--- config.mk ---
export PLATFORM = sky130hd
export DESIGN_NAME = rotating_first_fit_bin_assigner
export DESIGN_NICKNAME = d
export VERILOG_FILES = /design/src/rtl/rffba_pkg.sv /design/src/rtl/rffba_cell.sv /design/src/rtl/rotating_first_fit_bin_assigner.sv
export SDC_FILE = /design/constraint.sdc
export NUM_CORES = 2
export LEC_CHECK = 0
export BUFFER_PORTS_ARGS = -buffer_cell sky130_fd_sc_hd__buf_2
export CAP_MARGIN = 20
export CORE_UTILIZATION = 64
export DETAILED_ROUTE_END_ITERATION = 8
export PLACE_DENSITY = 0.81
export SYNTH_ARGS = -nofsm -noshare
export SYNTH_HDL_FRONTEND = slang
export SYNTH_SLANG_ARGS = --single-unit
--- constraint.sdc ---
create_clock -name clk -period 29.1 [get_ports clk]
set_clock_uncertainty 0.05 [all_clocks]
set_input_delay 4.365 -clock clk [delete_from_list [all_inputs] [get_ports clk]]
set_output_delay 4.365 -clock clk [all_outputs]
set_load 0.01 [all_outputs]
--- src/rtl/rffba_pkg.sv ---
// Shared types and constants for the rotating first-fit bin assigner.
`default_nettype none
package rffba_pkg;

  localparam int LOAD_W  = 24;
  localparam int CUST_W  = 10;
  localparam int VEH_W   = 4;
  localparam int NVEH_W  = 5;
  localparam int CAP_W   = 16;
  localparam int CFG_W   = 16;
  localparam int ADDR_W  = 2;
  localparam int DATA_W  = 40;
  localparam int CMP_W   = 7;

  localparam logic [ADDR_W-1:0] REG_VEHICLES = 2'd0;
  localparam logic [ADDR_W-1:0] REG_CAPACITY = 2'd1;

  localparam logic MODE_CLEAR  = 1'b0;
  localparam logic MODE_ASSIGN = 1'b1;

  typedef enum logic {
    ST_IDLE,
    ST_EVAL
  } state_t;

  // search chain passed from cell to cell
  typedef struct packed {
    logic              any_hi;
    logic              any_lo;
    logic [LOAD_W-1:0] sum;
  } chain_t;

endpackage
`default_nettype wire

--- src/rtl/rffba_cell.sv ---
// One vehicle cell: holds a load, checks fit, takes part in the priority chain.
`default_nettype none
module rffba_cell #(
  parameter int IDX = 0,
  parameter int IW  = 4
) (
  input  wire                          clk,
  input  wire                          rst_n,
  input  wire                          capture,
  input  wire [rffba_pkg::LOAD_W-1:0]  demand,
  input  wire [rffba_pkg::LOAD_W:0]    limit,
  input  wire                          elig_hi,
  input  wire                          elig_lo,
  input  wire                          commit,
  input  wire                          clear,
  input  wire                          hi_total,
  input  wire rffba_pkg::chain_t       chain_i,
  output rffba_pkg::chain_t            chain_o,
  input  wire [IW-1:0]                 idx_i,
  output logic [IW-1:0]                idx_o
);
  import rffba_pkg::*;

  localparam logic [IW-1:0] IDX_V = IW'(IDX);

  logic [LOAD_W-1:0] load_r;
  logic [LOAD_W-1:0] sum_r;
  logic              req_hi_r;
  logic              req_lo_r;
  logic [LOAD_W:0]   sum_w;
  logic              fit;
  logic              grant;

  assign sum_w = {1'b0, load_r} + {1'b0, demand};
  assign fit   = sum_w < limit;

  always_ff @(posedge clk) begin
    if (capture) begin
      sum_r    <= sum_w[LOAD_W-1:0];
      req_hi_r <= fit & elig_hi;
      req_lo_r <= fit & elig_lo;
    end
  end

  always_ff @(posedge clk) begin
    if (!rst_n) begin
      load_r <= '0;
    end else if (clear) begin
      load_r <= '0;
    end else if (commit && grant) begin
      load_r <= sum_r;
    end
  end

  always_comb begin
    grant          = hi_total ? (req_hi_r & ~chain_i.any_hi) : (req_lo_r & ~chain_i.any_lo);
    chain_o.any_hi = chain_i.any_hi | req_hi_r;
    chain_o.any_lo = chain_i.any_lo | req_lo_r;
    chain_o.sum    = chain_i.sum | (grant ? sum_r : '0);
    idx_o          = idx_i | (grant ? IDX_V : '0);
  end

endmodule
`default_nettype wire

--- src/rtl/rotating_first_fit_bin_assigner.sv ---
// Top level: rotating-start first-fit vehicle assigner built from a row of cells.
// The result word is registered when evaluation ends, which waits until the output register is free.
// One word is taken at a time; its load update finishes before the next is taken.
// A waiting result does not block acceptance of the next input word; that word
// then holds in evaluation until the result is taken.
// Reset (rst_n low, synchronous) clears all loads and restores register defaults.
`default_nettype none
module rotating_first_fit_bin_assigner #(
  parameter int MAX_VEHICLES = 16
) (
  input  wire                            clk,
  input  wire                            rst_n,
  input  wire                            in_tvalid,
  output logic                           in_tready,
  // customer_id[9:0], demand[33:10], start_vehicle[37:34], zero fill
  input  wire [rffba_pkg::DATA_W-1:0]    in_tdata,
  // mode
  input  wire                            in_tuser,
  output logic                           out_tvalid,
  input  wire                            out_tready,
  // echo_customer[9:0], chosen_vehicle[13:10], updated_load[37:14], zero fill
  output logic [rffba_pkg::DATA_W-1:0]   out_tdata,
  // no_fit
  output logic                           out_tuser,
  input  wire                            cfg_we,
  input  wire [rffba_pkg::ADDR_W-1:0]    cfg_addr,
  input  wire [rffba_pkg::CFG_W-1:0]     cfg_wdata
);
  import rffba_pkg::*;

  localparam int IW = (MAX_VEHICLES > 1) ? $clog2(MAX_VEHICLES) : 1;
  localparam logic [CMP_W-1:0] MAXV = CMP_W'(MAX_VEHICLES);

  state_t state_r, state_nxt;

  logic [NVEH_W-1:0]   vehicles_r;
  logic [CAP_W-1:0]    capacity_r;
  logic                mode_r;
  logic [CUST_W-1:0]   cust_r;
  logic                out_valid_r;
  logic [DATA_W-1:0]   out_data_r;
  logic                out_user_r;

  logic                capture;
  logic                out_free;
  logic                done;
  logic                commit;
  logic                clear;
  logic [CUST_W-1:0]   in_cust;
  logic [LOAD_W-1:0]   in_demand;
  logic [VEH_W-1:0]    in_start;
  logic [CMP_W-1:0]    start_c;
  logic [CMP_W-1:0]    nveh_c;
  logic                start_ok;
  logic [LOAD_W:0]     limit;

  chain_t              chain [MAX_VEHICLES+1];
  logic [IW-1:0]       idx   [MAX_VEHICLES+1];
  logic                hi_total;

  assign in_cust   = in_tdata[CUST_W-1:0];
  assign in_demand = in_tdata[CUST_W+LOAD_W-1:CUST_W];
  assign in_start  = in_tdata[CUST_W+LOAD_W+VEH_W-1:CUST_W+LOAD_W];
  assign start_c   = CMP_W'(in_start);
  assign nveh_c    = CMP_W'(vehicles_r);
  assign start_ok  = (start_c < nveh_c) && (start_c < MAXV);
  assign limit     = {1'b0, capacity_r, 8'h00};

  assign in_tready = (state_r == ST_IDLE);
  assign capture   = in_tvalid && in_tready;
  assign out_free  = !out_valid_r || out_tready;
  assign done      = (state_r == ST_EVAL) && out_free;
  assign commit    = done && (mode_r == MODE_ASSIGN);
  assign clear     = done && (mode_r == MODE_CLEAR);

  always_ff @(posedge clk) begin
    if (!rst_n) begin
      vehicles_r <= NVEH_W'(16);
      capacity_r <= '1;
    end else if (cfg_we) begin
      unique case (cfg_addr)
        REG_VEHICLES: vehicles_r <= cfg_wdata[NVEH_W-1:0];
        REG_CAPACITY: capacity_r <= cfg_wdata[CAP_W-1:0];
        default: ;
      endcase
    end
  end

  always_ff @(posedge clk) begin
    if (!rst_n) begin
      state_r <= ST_IDLE;
    end else begin
      state_r <= state_nxt;
    end
  end

  always_comb begin
    state_nxt = state_r;
    unique case (state_r)
      ST_IDLE: if (capture) state_nxt = ST_EVAL;
      ST_EVAL: if (out_free) state_nxt = ST_IDLE;
      default: state_nxt = ST_IDLE;
    endcase
  end

  always_ff @(posedge clk) begin
    if (capture) begin
      mode_r <= in_tuser;
      cust_r <= in_cust;
    end
  end

  assign chain[0]   = '0;
  assign idx[0]     = '0;
  assign hi_total   = chain[MAX_VEHICLES].any_hi;

  for (genvar v = 0; v < MAX_VEHICLES; v++) begin : g_cell
    localparam logic [CMP_W-1:0] VI = CMP_W'(v);
    logic in_use;
    logic at_or_above;
    assign in_use      = VI < nveh_c;
    assign at_or_above = start_ok ? (VI >= start_c) : 1'b1;

    rffba_cell #(.IDX(v), .IW(IW)) u_cell (
      .clk      (clk),
      .rst_n    (rst_n),
      .capture  (capture),
      .demand   (in_demand),
      .limit    (limit),
      .elig_hi  (in_use && at_or_above),
      .elig_lo  (in_use),
      .commit   (commit),
      .clear    (clear),
      .hi_total (hi_total),
      .chain_i  (chain[v]),
      .chain_o  (chain[v+1]),
      .idx_i    (idx[v]),
      .idx_o    (idx[v+1])
    );
  end

  always_ff @(posedge clk) begin
    if (!rst_n) begin
      out_valid_r <= 1'b0;
    end else if (done) begin
      out_valid_r <= 1'b1;
    end else if (out_tready) begin
      out_valid_r <= 1'b0;
    end
  end

  always_ff @(posedge clk) begin
    if (done) begin
      if (mode_r == MODE_CLEAR) begin
        out_data_r <= '0;
        out_user_r <= 1'b0;
      end else begin
        out_data_r <= {(DATA_W-CUST_W-VEH_W-LOAD_W)'(0), chain[MAX_VEHICLES].sum,
                       VEH_W'(idx[MAX_VEHICLES]), cust_r};
        out_user_r <= ~chain[MAX_VEHICLES].any_lo;
      end
    end
  end

  assign out_tvalid = out_valid_r;
  assign out_tdata  = out_data_r;
  assign out_tuser  = out_user_r;

endmodule
`default_nettype wire

==> impl_results.rst <==
.. list-table::
   :header-rows: 1

   * - Metric
     - Value
   * - Instance area after placement
     - 55070 um2
   * - Global-route wire length before repair
     - 259.6 mm
   * - Die area
     - 84440 um2
   * - Worst-case setup margin in the final layout
     - 19.01 ns
   * - Fraction of synthesis flops using an asynchronous set or reset pin
     - 0%
   * - Power density normalized to cell area
     - 50.20 nW/um2
   * - Reg clk slew, reported paths
     - 0.06 ns
   * - Crit path max-delay family
     - compound AO/OA/AOI/OAI gates
   * - Most frequent cells after synthesis
     - 966 x sky130_fd_sc_hd__nand2_1, 721 x sky130_fd_sc_hd__a21oi_1, 627 x sky130_fd_sc_hd__ha_1
   * - I/O pin count
     - 107
   * - Max Buffers Root-to-Sink
     - 3
   * - Total non-filler cell area in the finished layout
     - 58590 um2
   * - Clock latency of the later-clocked register in the worst-skew pair
     - 0.67 ns
   * - Layout Area Growth over Synthesis
     - 9.935%
   * - Maximum net fanout on the critical path
     - 17
   * - Residual overflow from global routing
     - 0
   * - Post-synthesis cell type count
     - 84
   * - H-tree lvl count
     - 3
   * - Count of buffer and inverter cells on the critical path
     - 4
   * - Cell depth of the worst flop-to-flop path
     - 22
   * - Synth Warn #
     - 0
   * - WP depth
     - 24
   * - Number of endpoints with negative hold slack in the final report
     - 0
   * - Setup TNS
     - 0 ns
   * - Beginning of the critical path
     - in_tdata[11]
   * - Worst-case vdd ir drop
     - 46.94 uV
   * - Placer Congestion
     - 0.9918
   * - Largest area contributor in the netlist
     - sky130_fd_sc_hd__edfxtp_1
   * - Number of synthesized flops with an enable pin
     - 465
   * - Clock root buffer
     - sky130_fd_sc_hd__clkbuf_16
   * - Cells on Worst Hold Path
     - 2
   * - Number of standard cells in the layout, taps in and fillers out
     - 6911
   * - Slowest stage delay, CP
     - 0.83 ns
   * - Share of final-layout standard cells stronger than drive strength 1
     - 6.797%
   * - Sink Count
     - 872
   * - Worst hold path type
     - reg2reg
   * - Maximum number of pins on one net before global-route repair
     - 182
   * - Most frequent CP cell
     - sky130_fd_sc_hd__a21oi_1
   * - Syn Std Cell Area
     - 53300 um2
   * - Post-synthesis sequential element count
     - 872
   * - Initial Utilization
     - 64.81%
   * - Vias
     - 46480
   * - Antenna fix cells
     - 0
   * - Clock period minus worst slack
     - 10.09 ns
   * - Synth top area share
     - 26.20%
   * - Worst R2R Start
     - g_cell[11].u_cell.load_r[0]$_SDFFE_PP0P_
   * - Number of instances resized during post-cts repair
     - 0
   * - Worst slew margin relative to its limit
     - 21.31%
   * - Unrepaired setup endpoints after global routing
     - no
   * - Maximum clock rate
     - 0.09906 GHz
   * - Dominant cells by area after synthesis
     - sky130_fd_sc_hd__edfxtp_1 26%, sky130_fd_sc_hd__dfxtp_1 15%, sky130_fd_sc_hd__ha_1 15%
   * - Post-CTS setup-driven buffer insertion count
     - 0
   * - Vias in the first global route
     - 43670
   * - WL per Instance
     - 25.18 um
   * - Most repeated cell in the gate-level netlist after synthesis
     - sky130_fd_sc_hd__nand2_1
   * - Top_reg_cell synth
     - sky130_fd_sc_hd__edfxtp_1
   * - Number of cell rows
     - 105
   * - Number of antenna violations at the first check in global routing
     - 4
   * - Ordered cell list for the critical path
     - buf_2 > buf_4 > inv_1 > buf_4 > fa_1 > nand2b_1 > a21oi_1 > o311ai_0 > a31oi_1 > o21a_1 > o21ai_0 > a21oi_1 > a31oi_1 > xnor2_1 > ha_1 > a21o_1 > a21oi_1 > nand2_1 > a21oi_1 > nor2b_1 > o211ai_1 > a211oi_1 > nor4_1 > a21boi_0
   * - Run status
     - complete, but fails checks
   * - Critical Path AT
     - 10.55 ns
   * - Count of hold buffers inserted by post-cts repair
     - 0
   * - Number of DRC markers after the initial detailed-route iteration
     - 5894
   * - Post-detailed-placement half-perimeter wirelength
     - 125.3 mm
   * - Remaining number of nets flagged by the antenna check after routing
     - 0
   * - Core region area
     - 82240 um2
   * - Worst setup EP type
     - register
   * - Hold path startpoint
     - g_cell[12].u_cell.load_r[21]$_SDFFE_PP0P_
   * - Required time at the worst-slack endpoint
     - 29.55 ns
   * - Worst Path Class, Setup
     - in2reg
   * - Width of the chip
     - 290.6 um
   * - Ratio of final minimum period to clock period
     - 34.69%
   * - Master of the slowest instance on the critical path
     - sky130_fd_sc_hd__nor4_1
   * - Total Nets Final
     - 6468
   * - Via-per-instance ratio
     - 6.726
   * - Critical path launch point type
     - primary input
   * - TritonCTS Buffers
     - 95
   * - Transition time at the pin with the least slew margin
     - 1.178 ns
   * - Failing checks
     - design-rule violations
   * - Share of the yosys chip area belonging to registers
     - 41.49%
   * - Leakage power
     - 24.03 nW
   * - Overall Global Routing Usage
     - 40.09%
   * - Final Hold Slack
     - 0.4056 ns
   * - Cell count after placement
     - 6714
   * - Instance count of the mapped netlist
     - 5650
   * - Vertical extent of the die
     - 290.6 um
   * - Synthesized area per cell
     - 9.433 um2
   * - Number of maximum-capacitance violations
     - 0
   * - # port buffers
     - 102
   * - Final routed wirelength across all metal layers
     - 174.0 mm
   * - Number of iterations in the first detailed-routing pass
     - 9
   * - Post-placement worst setup slack
     - 18.53 ns
   * - Pins over their slew limit
     - 0
   * - Final setup fails
     - 0
   * - Post-route DRC
     - 1
   * - Clock tree from TritonCTS
     - done
==> worst reg2reg max path: stages, from the launching register on <==
cell                       delay [ns]
sky130_fd_sc_hd__dfxtp_1         0.31
sky130_fd_sc_hd__ha_1            0.22
sky130_fd_sc_hd__inv_1           0.08
sky130_fd_sc_hd__fa_1            0.20
sky130_fd_sc_hd__nand2b_1        0.14
sky130_fd_sc_hd__a21oi_1         0.10
sky130_fd_sc_hd__o311ai_0        0.66
sky130_fd_sc_hd__a31oi_1         0.18
sky130_fd_sc_hd__o21a_1          0.24
sky130_fd_sc_hd__o21ai_0         0.36
sky130_fd_sc_hd__a21oi_1         0.18
sky130_fd_sc_hd__a31oi_1         0.26
sky130_fd_sc_hd__xnor2_1         0.18
sky130_fd_sc_hd__ha_1            0.28
sky130_fd_sc_hd__a21o_1          0.18
sky130_fd_sc_hd__a21oi_1         0.17
sky130_fd_sc_hd__nand2_1         0.07
sky130_fd_sc_hd__a21oi_1         0.14
sky130_fd_sc_hd__nor2b_1         0.06
sky130_fd_sc_hd__o211ai_1        0.32
sky130_fd_sc_hd__a211oi_1        0.14
sky130_fd_sc_hd__nor4_1          0.84
sky130_fd_sc_hd__a21boi_0        0.25
==> area by class of cell <==
class / instances / area (um2)
sequential: 872 / 22110
clock inverter: 48 / 456.7
inverter: 155 / 581.8
tap: 1070 / 1339
fill: 6190 / 23650
multi-input combinational: 4429 / 29830
clock buffer: 129 / 2608
timing repair buffer: 208 / 1672
==> report_power, final <==
part	internal, mW	leakage [nW]	switching, mW
sequential	1.36	7.72	0.0369
clock	0.692	1.50	0.530
combinational	0.107	14.8	0.219
==> flip-flops by register name, summed over array words and instances, names as in the netlist <==
register                count
mode_r                      1
g_cell.u_cell.req_hi_r     15
out_tvalid                  1
out_tdata                  38
cust_r                     10
g_cell.u_cell.sum_r       384
vehicles_r                  5
capacity_r                 16
g_cell.u_cell.req_lo_r     16
state_r                     1
out_tuser                   1
g_cell.u_cell.load_r      384
==> placed cells by master (no fill, tap or decap), drive strengths merged, types with 20 or more instances in the layout <==
| cell | netlist | final |
|---|---|---|
| a21o | 151 | 151 |
| o21ai | 223 | 223 |
| clkinv | 0 | 32 |
| a222oi | 37 | 37 |
| o21bai | 38 | 38 |
| or2 | 20 | 20 |
| o211ai | 37 | 37 |
| nand3 | 71 | 71 |
| buf | 51 | 208 |
| nand2 | 966 | 966 |
| edfxtp | 465 | 465 |
| inv | 155 | 160 |
| ha | 627 | 627 |
| nor3 | 76 | 76 |
| dfxtp | 407 | 407 |
| and2 | 37 | 37 |
| xor2 | 64 | 64 |
| nand4 | 35 | 35 |
| a221oi | 45 | 45 |
| nor2b | 83 | 83 |
| a211o | 20 | 20 |
| nor2 | 250 | 250 |
| clkbuf | 144 | 129 |
| a31oi | 65 | 65 |
| a22o | 30 | 30 |
| and4 | 20 | 20 |
| a221o | 21 | 21 |
| nand2b | 51 | 51 |
| o21a | 97 | 97 |
| and3 | 53 | 53 |
| a211oi | 47 | 47 |
| a21oi | 721 | 721 |
| a22oi | 58 | 58 |
| xnor2 | 246 | 246 |
==> path summary, 6_finish.rpt <==
check                                               to  slack, ns
max reg2reg       g_cell[11].u_cell.req_hi_r$_DFFE_PP_      23.30
min          g_cell[12].u_cell.load_r[21]$_SDFFE_PP0P_       0.41
min reg2reg  g_cell[12].u_cell.load_r[21]$_SDFFE_PP0P_       0.41
max               g_cell[11].u_cell.req_hi_r$_DFFE_PP_      19.01
==> metrics by stage <==
stage                     total power, mW  util, %
after floorplan                     1.626        -
after global placement              1.719    66.89
after detailed placement            1.729    66.96
after CTS                           2.928    70.68
after global routing                3.013    71.25
final                               2.942    71.25
==> per-layer routing <==
metal	track usage (%)	vias up	part of all wire, %
met2	58.59	2876	42
met1	54.47	21920	39
met4	25.59	8	7.1
met3	7.701	557	12
met5	1.531	-	0.14
li1	-	21120	-
==> kinds of logic (layout without fill, tap and decap cells) <==
family	after synthesis	in the layout	share of synthesized area, %
AOI/OAI and AO/OA	1749	1749	20.92
xor gates and xnor gates	310	310	5.094
adders and majority gates	643	643	15.32
buffers and inverters	350	540	2.674
DFF	872	872	41.49
muxes	3	3	0.05634
other	1	2	0.007036
and+or+nand+nor	1722	1722	14.44
No activity file was read; power rests on OpenSTA's default activity.
